**config.mk**
```make
export PLATFORM = sky130hd
export DESIGN_NAME = layered_code_column_packer_core
export DESIGN_NICKNAME = d
export VERILOG_FILES = /design/src/rtl/lccp_pkg.sv /design/src/rtl/lccp_cell.sv /design/src/rtl/layered_code_column_packer_core.sv
export SDC_FILE = /design/constraint.sdc
export NUM_CORES = 2
export LEC_CHECK = 0
export BUFFER_PORTS_ARGS = -buffer_cell sky130_fd_sc_hd__buf_2
export CORE_ASPECT_RATIO = 1.75
export CORE_MARGIN = 2
export CORE_UTILIZATION = 40
export CTS_CLUSTER_SIZE = 16
export DETAILED_ROUTE_END_ITERATION = 10
export GPL_TIMING_DRIVEN = 0
export PLACE_DENSITY_LB_ADDON = 0.15
export REMOVE_ABC_BUFFERS = 1
export SYNTH_ARGS = -nofsm -noshare
export SYNTH_HDL_FRONTEND = slang
export SYNTH_SLANG_ARGS = --single-unit
```
**constraint.sdc**
```tcl
create_clock -name clk -period 85.1 [get_ports clk]
set_input_delay 8.51 -clock clk [delete_from_list [all_inputs] [get_ports clk]]
set_output_delay 8.51 -clock clk [all_outputs]
set_load 0.01 [all_outputs]
```
**src/rtl/lccp_pkg.sv**
```systemverilog
`timescale 1ns / 1ps
// ----------------------------------------------------------------------------
// lccp_pkg
// Shared constants, the pending entry type and the stack cell operation codes
// for the layered code column packer.
// ----------------------------------------------------------------------------
package lccp_pkg;

  localparam int STACK_DEPTH  = 32;
  localparam int MAX_LAYERS   = 8;
  localparam int MAX_CODE_LEN = 32;

  localparam int CODE_W  = 32;
  localparam int SYM_W   = 32;
  localparam int CNT_W   = 32;
  localparam int LEN_W   = 6;
  localparam int COL_W   = 8;
  localparam int LTOP_W  = 3;
  localparam int CIDX_W  = $clog2(CODE_W);
  localparam int FILL_W  = $clog2(STACK_DEPTH + 1);
  localparam int SLOT_W  = $clog2(MAX_LAYERS + 1);

  localparam logic [LTOP_W-1:0] LAYER_TOP_RST = LTOP_W'(3);
  localparam logic [CNT_W-1:0]  CNT_MAX       = {CNT_W{1'b1}};

  // one pending codeword tail
  typedef struct packed {
    logic [CODE_W-1:0] code;
    logic [LEN_W-1:0]  len;
    logic [LEN_W-1:0]  off;
    logic [CNT_W-1:0]  pos;
    logic [SYM_W-1:0]  sym;
  } pend_entry_t;

  // stack cell operations
  localparam logic [1:0] OP_HOLD = 2'd0;
  localparam logic [1:0] OP_PUSH = 2'd1;
  localparam logic [1:0] OP_POP  = 2'd2;
  localparam logic [1:0] OP_BUMP = 2'd3;

endpackage

```
**src/rtl/lccp_cell.sv**
```systemverilog
`timescale 1ns / 1ps
// ----------------------------------------------------------------------------
// lccp_cell
// One slot of the pending stack. Shifts down on push, up on pop, and bumps
// its bit offset when it is the top slot and a bit is taken from it.
// ----------------------------------------------------------------------------
module lccp_cell
  import lccp_pkg::*;
(
  input  logic        clk,
  input  logic [1:0]  op,
  input  pend_entry_t above,
  input  pend_entry_t below,
  output pend_entry_t entry
);

  pend_entry_t entry_r;
  pend_entry_t entry_nxt;

  always_comb begin
    entry_nxt = entry_r;
    case (op)
      OP_HOLD: entry_nxt = entry_r;
      OP_PUSH: entry_nxt = above;
      OP_POP:  entry_nxt = below;
      OP_BUMP: entry_nxt.off = entry_r.off + LEN_W'(1);
      default: entry_nxt = entry_r;
    endcase
  end

  always_ff @(posedge clk) begin
    entry_r <= entry_nxt;
  end

  assign entry = entry_r;

endmodule

```
**src/rtl/layered_code_column_packer_core.sv**
```systemverilog
`timescale 1ns / 1ps
// ----------------------------------------------------------------------------
// layered_code_column_packer_core
// Packs prefix codewords into columns of bit layers, keeping codeword tails on
// a shifting stack of cells and tracking completion delay statistics.
// ----------------------------------------------------------------------------
//  channel  | ports                                         | role
//  ---------+-----------------------------------------------+------------------
//  in       | in_valid/in_ready, command, symbol, codeword, | encode or drain
//           | code_length                                   |
//  out      | out_valid/out_ready, column, pending_empty,   | one per input
//           | overflow, total_delay, peak_delay, ...        |
//  cfg      | cfg_valid/cfg_ready, cfg_data                 | layer_top
//
// an encode runs ENC, FILL and DONE, a drain FILL and DONE; in FILL the bits
// come from the pending stack top (at most the layer count), one bit a cycle
// one transaction is worked on at a time; the next is accepted while a result
// still waits in the output register
// reset clears the control state and statistics and sets layer_top to 3
// a stalled output holds the block in its final state until the result leaves
// ----------------------------------------------------------------------------
module layered_code_column_packer_core
  import lccp_pkg::*;
(
  input  logic              clk,
  input  logic              rst_n,
  input  logic              in_valid,
  output logic              in_ready,
  input  logic              in_command,
  input  logic [SYM_W-1:0]  in_symbol,
  input  logic [CODE_W-1:0] in_codeword,
  input  logic [LEN_W-1:0]  in_code_length,
  output logic              out_valid,
  input  logic              out_ready,
  output logic [COL_W-1:0]  out_column,
  output logic              out_pending_empty,
  output logic              out_overflow,
  output logic [CNT_W-1:0]  out_total_delay,
  output logic [CNT_W-1:0]  out_peak_delay,
  output logic [SYM_W-1:0]  out_peak_delay_symbol,
  output logic [CNT_W-1:0]  out_extra_bits,
  input  logic              cfg_valid,
  output logic              cfg_ready,
  input  logic [LTOP_W-1:0] cfg_data
);

  localparam logic [1:0] ST_IDLE = 2'd0;
  localparam logic [1:0] ST_ENC  = 2'd1;
  localparam logic [1:0] ST_FILL = 2'd2;
  localparam logic [1:0] ST_DONE = 2'd3;

  logic [1:0]        state_r, state_nxt;
  logic [LTOP_W-1:0] layer_top_r;
  logic              cmd_r;
  logic [SYM_W-1:0]  sym_r;
  logic [CODE_W-1:0] code_r;
  logic [LEN_W-1:0]  len_r;
  logic [CNT_W-1:0]  now_r, now_nxt;
  logic [SLOT_W-1:0] slot_r, slot_nxt;
  logic [COL_W-1:0]  col_r, col_nxt;
  logic              over_r, over_nxt;
  logic [FILL_W-1:0] fill_r, fill_nxt;
  logic [CNT_W-1:0]  pos_cnt_r, pos_cnt_nxt;
  logic [CNT_W-1:0]  dsum_r, dsum_nxt;
  logic [CNT_W-1:0]  dpeak_r, dpeak_nxt;
  logic [SYM_W-1:0]  psym_r, psym_nxt;
  logic [CNT_W-1:0]  drain_cnt_r, drain_cnt_nxt;
  logic              out_valid_r;
  logic              load_out;

  logic [1:0]        stack_op;
  pend_entry_t       new_entry;
  pend_entry_t       cell_q [STACK_DEPTH];

  logic              in_fire;
  logic [SLOT_W-1:0] n_layers;
  logic [LEN_W-1:0]  len_clamp;
  logic [LEN_W-1:0]  n_layers_w;
  logic [COL_W-1:0]  own_bits;
  logic [LEN_W-1:0]  own_cnt;
  logic [LEN_W-1:0]  top_idx;
  logic [LEN_W-1:0]  top_off_inc;
  logic              top_bit;
  logic              top_done;
  logic [CNT_W-1:0]  delay;
  logic [CNT_W:0]    dsum_ext;
  logic [CNT_W:0]    drain_ext;

  assign in_fire   = in_valid && in_ready;
  assign in_ready  = (state_r == ST_IDLE);
  assign cfg_ready = 1'b1;

  assign n_layers   = SLOT_W'(layer_top_r) + SLOT_W'(1);
  assign n_layers_w = LEN_W'(n_layers);
  assign len_clamp  = (in_code_length > LEN_W'(MAX_CODE_LEN)) ? LEN_W'(MAX_CODE_LEN)
                                                              : in_code_length;

  // the codeword's own first bits, one lane per layer
  always_comb begin
    logic [LEN_W-1:0] idx;
    own_bits = '0;
    for (int j = 0; j < COL_W; j++) begin
      idx = len_r - LEN_W'(j + 1);
      if ((LEN_W'(j) < n_layers_w) && (LEN_W'(j) < len_r)) begin
        own_bits[j] = code_r[idx[CIDX_W-1:0]];
      end
    end
  end

  assign own_cnt = (len_r < n_layers_w) ? len_r : n_layers_w;

  // next bit of the top pending entry
  assign top_idx     = cell_q[0].len - cell_q[0].off - LEN_W'(1);
  assign top_bit     = cell_q[0].code[top_idx[CIDX_W-1:0]];
  assign top_off_inc = cell_q[0].off + LEN_W'(1);
  assign top_done    = (top_off_inc >= cell_q[0].len);
  assign delay       = now_r - cell_q[0].pos;
  assign dsum_ext    = {1'b0, dsum_r} + {1'b0, delay};
  assign drain_ext   = {1'b0, drain_cnt_r} + (CNT_W + 1)'(1);

  always_comb begin
    new_entry.code = code_r;
    new_entry.len  = len_r;
    new_entry.off  = n_layers_w;
    new_entry.pos  = now_r;
    new_entry.sym  = sym_r;
  end

  always_comb begin
    state_nxt     = state_r;
    now_nxt       = now_r;
    slot_nxt      = slot_r;
    col_nxt       = col_r;
    over_nxt      = over_r;
    fill_nxt      = fill_r;
    pos_cnt_nxt   = pos_cnt_r;
    dsum_nxt      = dsum_r;
    dpeak_nxt     = dpeak_r;
    psym_nxt      = psym_r;
    drain_cnt_nxt = drain_cnt_r;
    stack_op      = OP_HOLD;
    load_out      = 1'b0;
    case (state_r)
      ST_IDLE: begin
        if (in_fire) begin
          slot_nxt = '0;
          col_nxt  = '0;
          over_nxt = 1'b0;
          if (in_command) begin
            now_nxt   = (pos_cnt_r != '0) ? pos_cnt_r - CNT_W'(1) : '0;
            state_nxt = ST_FILL;
          end else begin
            now_nxt   = pos_cnt_r;
            state_nxt = ST_ENC;
          end
        end
      end
      ST_ENC: begin
        col_nxt  = own_bits;
        slot_nxt = SLOT_W'(own_cnt);
        if (now_r == '0) begin
          psym_nxt = sym_r;
        end
        if (len_r > n_layers_w) begin
          if (fill_r < FILL_W'(STACK_DEPTH)) begin
            stack_op = OP_PUSH;
            fill_nxt = fill_r + FILL_W'(1);
          end else begin
            over_nxt = 1'b1;
          end
        end
        if (pos_cnt_r != CNT_MAX) begin
          pos_cnt_nxt = pos_cnt_r + CNT_W'(1);
        end
        state_nxt = ST_FILL;
      end
      ST_FILL: begin
        if ((slot_r < n_layers) && (fill_r != '0)) begin
          col_nxt[slot_r[$clog2(COL_W)-1:0]] = top_bit;
          slot_nxt = slot_r + SLOT_W'(1);
          if (cmd_r) begin
            drain_cnt_nxt = drain_ext[CNT_W] ? CNT_MAX : drain_ext[CNT_W-1:0];
          end
          if (top_done) begin
            stack_op = OP_POP;
            fill_nxt = fill_r - FILL_W'(1);
            dsum_nxt = dsum_ext[CNT_W] ? CNT_MAX : dsum_ext[CNT_W-1:0];
            if (delay > dpeak_r) begin
              dpeak_nxt = delay;
              psym_nxt  = cell_q[0].sym;
            end
          end else begin
            stack_op = OP_BUMP;
          end
        end else begin
          state_nxt = ST_DONE;
        end
      end
      ST_DONE: begin
        if (!out_valid_r || out_ready) begin
          load_out  = 1'b1;
          state_nxt = ST_IDLE;
        end
      end
      default: state_nxt = ST_IDLE;
    endcase
  end

  for (genvar i = 0; i < STACK_DEPTH; i++) begin : g_cell
    logic [1:0]  op_i;
    pend_entry_t above_i;
    pend_entry_t below_i;

    assign op_i    = ((stack_op == OP_BUMP) && (i != 0)) ? OP_HOLD : stack_op;
    assign above_i = (i == 0) ? new_entry : cell_q[(i == 0) ? 0 : i - 1];
    assign below_i = cell_q[(i == STACK_DEPTH - 1) ? i : i + 1];

    lccp_cell u_cell (
      .clk   (clk),
      .op    (op_i),
      .above (above_i),
      .below (below_i),
      .entry (cell_q[i])
    );
  end

  always_ff @(posedge clk) begin
    if (!rst_n) begin
      state_r     <= ST_IDLE;
      layer_top_r <= LAYER_TOP_RST;
      fill_r      <= '0;
      pos_cnt_r   <= '0;
      dsum_r      <= '0;
      dpeak_r     <= '0;
      psym_r      <= '0;
      drain_cnt_r <= '0;
      out_valid_r <= 1'b0;
    end else begin
      state_r     <= state_nxt;
      fill_r      <= fill_nxt;
      pos_cnt_r   <= pos_cnt_nxt;
      dsum_r      <= dsum_nxt;
      dpeak_r     <= dpeak_nxt;
      psym_r      <= psym_nxt;
      drain_cnt_r <= drain_cnt_nxt;
      if (cfg_valid && cfg_ready) begin
        layer_top_r <= cfg_data;
      end
      if (load_out) begin
        out_valid_r <= 1'b1;
      end else if (out_ready) begin
        out_valid_r <= 1'b0;
      end
    end
  end

  // transaction payload and working registers
  always_ff @(posedge clk) begin
    if (in_fire) begin
      cmd_r  <= in_command;
      sym_r  <= in_symbol;
      code_r <= in_codeword;
      len_r  <= len_clamp;
    end
    now_r  <= now_nxt;
    slot_r <= slot_nxt;
    col_r  <= col_nxt;
    over_r <= over_nxt;
    if (load_out) begin
      out_column            <= col_r;
      out_pending_empty     <= (fill_r == '0);
      out_overflow          <= over_r;
      out_total_delay       <= dsum_r;
      out_peak_delay        <= dpeak_r;
      out_peak_delay_symbol <= psym_r;
      out_extra_bits        <= drain_cnt_r;
    end
  end

  assign out_valid = out_valid_r;

endmodule

```
* Word level (Yosys, flattened, before mapping)
Index checks and enable logic that the tools add are counted.
Word-level totals: input port bits 79, register bits after elaboration 3882, output and inout port bits 141, word-level logic and storage cells 489
Cells by class: $add $sub $neg 51, eq/ne operators 20, mux-type cells 163, reductions and logical operators 37, magnitude comparators 34
Operators by type and width (count):
- one-hot mux 64 bit (2 select lines) | 31
- one-hot mux 38 bit (2 select lines) | 31
- one-hot mux 6 bit (3 select lines) | 31
- two-way mux 32 bit | 8
- adder 6 x 1 -> 6 bit (second input constant) | 33
- one-hot mux 32 bit (2 select lines) | 1
- less-than comparator 5 x 6 -> 1 bit (second input constant) | 9
- binary-select mux 1 bit (select 5 bit) | 9
- adder 32 x 1 -> 33 bit (second input constant) | 1
- adder 32 x 32 -> 33 bit | 1
- adder 32 x 1 -> 32 bit (second input constant) | 1
- > comparator 32 bit | 1
- zero test 32 bit | 1
- inequality test 32 bit (second input constant) | 1
- nonzero test 32 bit | 1
- subtractor 32 x 1 -> 32 bit (second input constant) | 1
- subtractor 32 bit | 1
- two-way mux 1 bit | 28
- less-than comparator 3 x 6 -> 1 bit (first input constant) | 4
- two-way mux 6 bit | 4
- one-hot mux 6 bit (2 select lines) | 2
- one-hot mux 8 bit (3 select lines) | 1
- subtractor 5 x 3 -> 5 bit (second input constant) | 4
- inequality test 2 bit (second input constant) | 9
- other kinds (45) | 91

* Longest topological paths before layout
word-level depth 9, gate-level depth with buffers 22, depth with buffers taken out 22

* Hierarchy
A second synthesis with hierarchy kept.
Second synthesis, totals: cells, all modules 10171, area, all modules 172691.9 µm²
By module, submodules not included:
- lccp_cell | cells each 252, times used 32, seq. area each 3243.1 µm², area an instance 4674.5 µm²
- layered_code_column_packer_core | cells each 2107, times used 1, seq. area each 11070.6 µm², area an instance 23108.4 µm²

* Worst setup path after synthesis
No wires, ideal clock.
path type register to register, start point register layer_top_r[0], end point register g_cell[0].u_cell.entry_r (netlist bit g_cell[0].u_cell.entry[0]) (enable), stages on the path, launching flop included 11, required time 81.297 ns, period minus slack after synthesis 73.669 ns, arrival time 69.866 ns, setup slack 11.431 ns, library setup time 3.803 ns, path buffers 2, cells stage by stage dfxtp_1 > inv_1 > ha_1 > ha_1 > o21a_1 > o21a_1 > o21a_1 > or3_1 > buf_2 > clkbuf_1 > ha_1
Between the ends: longest elaborated chain between the ends 7, elaborated cells between the ends (all ways) 10, classes of those cells add/sub (1); order compare (2); eq/ne (2); mux (3); reduce/logical (2)
RTL lines:
- from (decl) | line layered_code_column_packer_core.sv:53 | logic [LTOP_W-1:0] layer_top_r;
- from (signal assigned) | line layered_code_column_packer_core.sv:247 | layer_top_r <= cfg_data;
- adder 3 x 1 -> 4 bit * | line layered_code_column_packer_core.sv:93 | assign n_layers = SLOT_W'(layer_top_r) + SLOT_W'(1);
- less-than comparator 4 bit | line layered_code_column_packer_core.sv:178 | if ((slot_r < n_layers) && (fill_r != '0)) begin
- logical AND 1 bit | line layered_code_column_packer_core.sv:178
- two-way mux 2 bit | line layered_code_column_packer_core.sv:178
- one-hot mux 2 bit (2 select lines) * | line layered_code_column_packer_core.sv:143 | case (state_r)
- equality test 2 x 1 -> 1 bit or equality test 2 bit (tied branches) | line lccp_cell.sv:22 | case (op)
- nonzero test 2 bit (no source line) *
- to (signal assigned) | line lccp_cell.sv:32 | entry_r <= entry_nxt;
- to (decl) | line lccp_cell.sv:17 | pend_entry_t entry_r;
Every way passes the cells marked *; elsewhere a longest branch is shown, timed or not. A chain may end at the register's enable or synchronous reset.

* Final worst setup path
start point register state_r[0], end point output in_ready
Between the ends: longest elaborated chain between the ends 1
RTL lines:
- from (decl) | line layered_code_column_packer_core.sv:52 | logic [1:0] state_r, state_nxt;
- from (signal assigned) | line layered_code_column_packer_core.sv:239 | state_r <= state_nxt;
- zero test 2 bit | line layered_code_column_packer_core.sv:90 | assign in_ready = (state_r == ST_IDLE);
- to (decl) | line layered_code_column_packer_core.sv:28 | output logic in_ready,
No other way between the ends.

==> impl_metrics.toml <==
[setup_path]
reg2reg_depth = 21
slowest_delay_ns = 0.43
r2r_start = "g_cell[0].u_cell.entry[64]"
crit_fanout = 7
critPathArrivalTime_ns = 2.03
path_class = "reg2out"
r2r-end = "g_cell[30].u_cell.entry[16]"
path_cells = "inv_1, ha_1, buf_2"
cp-end-kind = "output port"
crit_slowest_cell = "ha_1"
cp-start-kind = "register"
ff2ff_setup_slack_ns = 76.13
crit_required_ns = 76.59

[power_and_ir_drop]
p_comb_frac = 0.293
p_clk_frac = 0.223
p_per_area_nw_per_um2 = 39.4
seq_power_share = 0.485
leakagePower_uw = 0.0616
p_int_uw = 5290
swShare = 0.298
total_power_uw = 7540
peakVddDrop_v = 0.0000351
net-switching-power_uw = 2250

[yosys]
synth_flop_cell = "edfxtp_1"
synthSimpleGateAreaFrac = 0.0247
synth_edf_count = 3710
syn_area_um2 = 169000
synth_top_family_by_area = "multiplexers"
yosysUniqueCellTypes = 82
synth-seq-cells = 3882
async_reset_ff_frac = 0
yosys.area_share.adder = 0.0133
yosysWarnings = 0
synth-xor-area-share = 0.0147
synth_mux_area_frac = 0.220
syn-instance-count = 10075
yosysSeqAreaShare = 0.679
avgSynthCellArea_um2 = 16.8
synth_compound_area_frac = 0.0325

[routing]
wl_per_cell_um = 18.8
drt-total-wl_um = 304000
first_pass_iters = 7
via_per_inst = 5.16
initialDrtViolationCount = 5234
antenna_left = 0
drc = 0
vias = 83402

[place]
dp_cells = 15456
place_ws_ns = 73.70
io_buffers = 218
gp_congestion = 0.823
dp_hpwl_um = 197000

[clock_tree]
cts-resized-gates = 0
post_cts_buffers = 0
numCtsBuffers = 384
htreeDepth = 5
cts-root-buf = "clkbuf_16"
clock-sinks = 3882
postCtsHoldBufs = 0
cts.path.max_buffers = 4
clk_latency_ns = 0.94
clk_pin_slew_ns = 0.06
cts_tree = "yes"

[run_status]
outcome = "finished clean"

[finish]
syn_to_final_growth_pct = 13.1
nets = 10534
fillCellCount = 36677
final_cell_mix = "edfxtp_1, mux2_2, clkbuf_16"
layout_commonest_cell = "edfxtp_1"
final_layout_size_suffix_gt1_frac = 0.392
instances_no_fill = 16168

[floorplan]
die_h_um = 864
num_io_pins = 220
die_area_um2 = 428000
start_util = 0.401
core_um2 = 422000
row_count = 316
die-width_um = 496

[timing]
final.setup_skew_ns = 0.0817
final.min_clock_period_ns = 10.54
min_period_over_period = 0.124
worst_pin_slew_ns = 1.43
setup-violations-final = 0
rsz0062_at_grt = "no"
setup_slack_ns = 74.56
maxSlewHeadroom = 0.0441
hold_violations = 0
fmax_mhz = 94.9
slew_violations = 0

[grt]
grt_pass1_wl_um = 486000
antenna_found_initial = 8
overflow = 0
grt_max_degree = 96
grt.total_usage = 0.138
first_global_vias = 88890

[run]
drv_cap = 0

[worst_hold_path]
hold_path_end = "out_extra_bits[15]"
min_path_cells = 0
worstHoldStart = "drain_cnt_r[15]"
worstHoldPathType = "reg2reg"
-- critical path: cells and delay by family (launching register included) --
family | cells | cell delay, ns
buffers and inverters | 2 | 0.35
flip-flops | 1 | 0.34
adder cells (fa/ha/maj) | 1 | 0.43
-- synth_stat cells, drive strengths merged, types with 9 or more instances --
library cell / number / share of area
inv: 155 / 0.0034
a211oi: 47 / 0.0021
and4: 15 / 0.00078
o21ai: 129 / 0.0038
mux4: 55 / 0.0073
o211ai: 10 / 0.00044
nor4: 20 / 0.00083
nor3: 35 / 0.0011
ha: 173 / 0.013
o22ai: 9 / 0.00033
xor2: 118 / 0.0061
clkbuf: 516 / 0.011
or3: 13 / 0.00048
edfxtp: 3710 / 0.66
dfxtp: 172 / 0.020
nand3: 119 / 0.0036
mux2: 3127 / 0.21
and3: 31 / 0.0011
nand2b: 18 / 0.00067
nor2b: 27 / 0.0010
xnor2: 165 / 0.0085
a21o: 50 / 0.0022
a21oi: 365 / 0.011
buf: 24 / 0.00075
nand4: 34 / 0.0013
mux2i: 81 / 0.0048
o21a: 15 / 0.00067
nor2: 353 / 0.0079
and2: 19 / 0.00070
or2: 12 / 0.00044
nand2: 166 / 0.0037
a22oi: 183 / 0.0081
-- area by class of cell --
type | count | area, um2 | area share
multi-input cells | 5497 | 51800 | 0.271
diodes | 4 | 10.0 | 0.0000523
flip-flops and latches | 3882 | 115000 | 0.601
inverters | 156 | 591 | 0.00309
well taps | 5565 | 6960 | 0.0364
clock inverters | 221 | 2000 | 0.0104
clock buffers | 486 | 10400 | 0.0542
repair buffers | 357 | 4670 | 0.0244
-- flip-flops by register name, indices dropped and copies added, names as in the netlist, 2 cells and up --
register,cells
sym_r,32
fill_r,6
out_peak_delay,32
code_r,32
col_r,8
now_r,32
state_r,2
pos_cnt_r,32
out_column,8
dpeak_r,32
slot_r,4
out_total_delay,32
dsum_r,32
drain_cnt_r,32
out_extra_bits,32
layer_top_r,3
psym_r,32
out_peak_delay_symbol,32
g_cell.u_cell.entry,3456
len_r,6
-- stage by stage --
stage,hold WS (ns),TNS [ns],util,area (um2)
after floorplan,0.400,-3140.23,-,167000
after global placement,0.415,-,0.415,175000
after detailed placement,0.415,0,0.424,179000
after CTS,0.406,0,0.453,191000
after global routing,0.411,0,0.453,191000
final,0.428,0,0.453,191000
-- cell families (layout without fill, tap and decap cells) --
kind of cell               Yosys count  count (layout)
buffers and inverters              696            1220
adders and majority gates          177             177
xor gates and xnor gates           283             283
muxes                             3263            3263
other                                1               5
DFF                               3882            3882
and+or+nand+nor                    886             886
AOI/OAI and AO/OA                  887             887
-- metal layers --
metal,GRT usage,part of all wire
met1,0.168,0.42
met2,0.246,0.52
met4,0.0430,0.029
met5,0,0
met3,0.0233,0.038
-- power groups by stage --
stage / clock network, uW / registers, uW / logic [uW]
3_3_place_gp: 0 / 6200 / 5540
6_report: 1680 / 3660 / 2210
4_1_cts: 1750 / 3680 / 2250
5_1_grt: 1820 / 3760 / 2420
2_1_floorplan: 0 / 6110 / 4460
3_5_place_dp: 0 / 3710 / 2240
-- how the worst max path moves through the flow --
stage / from / to / slack, ns / depth (start not counted)
after global placement: state_r[0] / g_cell[21].u_cell.entry[66] / -35.22 / 8
after floorplan: state_r[0] / g_cell[0].u_cell.entry[0] / -1.01 / 7
after global routing: state_r[0] / in_ready / 74.47 / 3
final: state_r[0] / in_ready / 74.56 / 3
after detailed placement: in_command / now_r[29] / 73.70 / 9
after CTS: state_r[0] / in_ready / 74.47 / 3
Note: power is estimated with default switching activity, not from simulation.
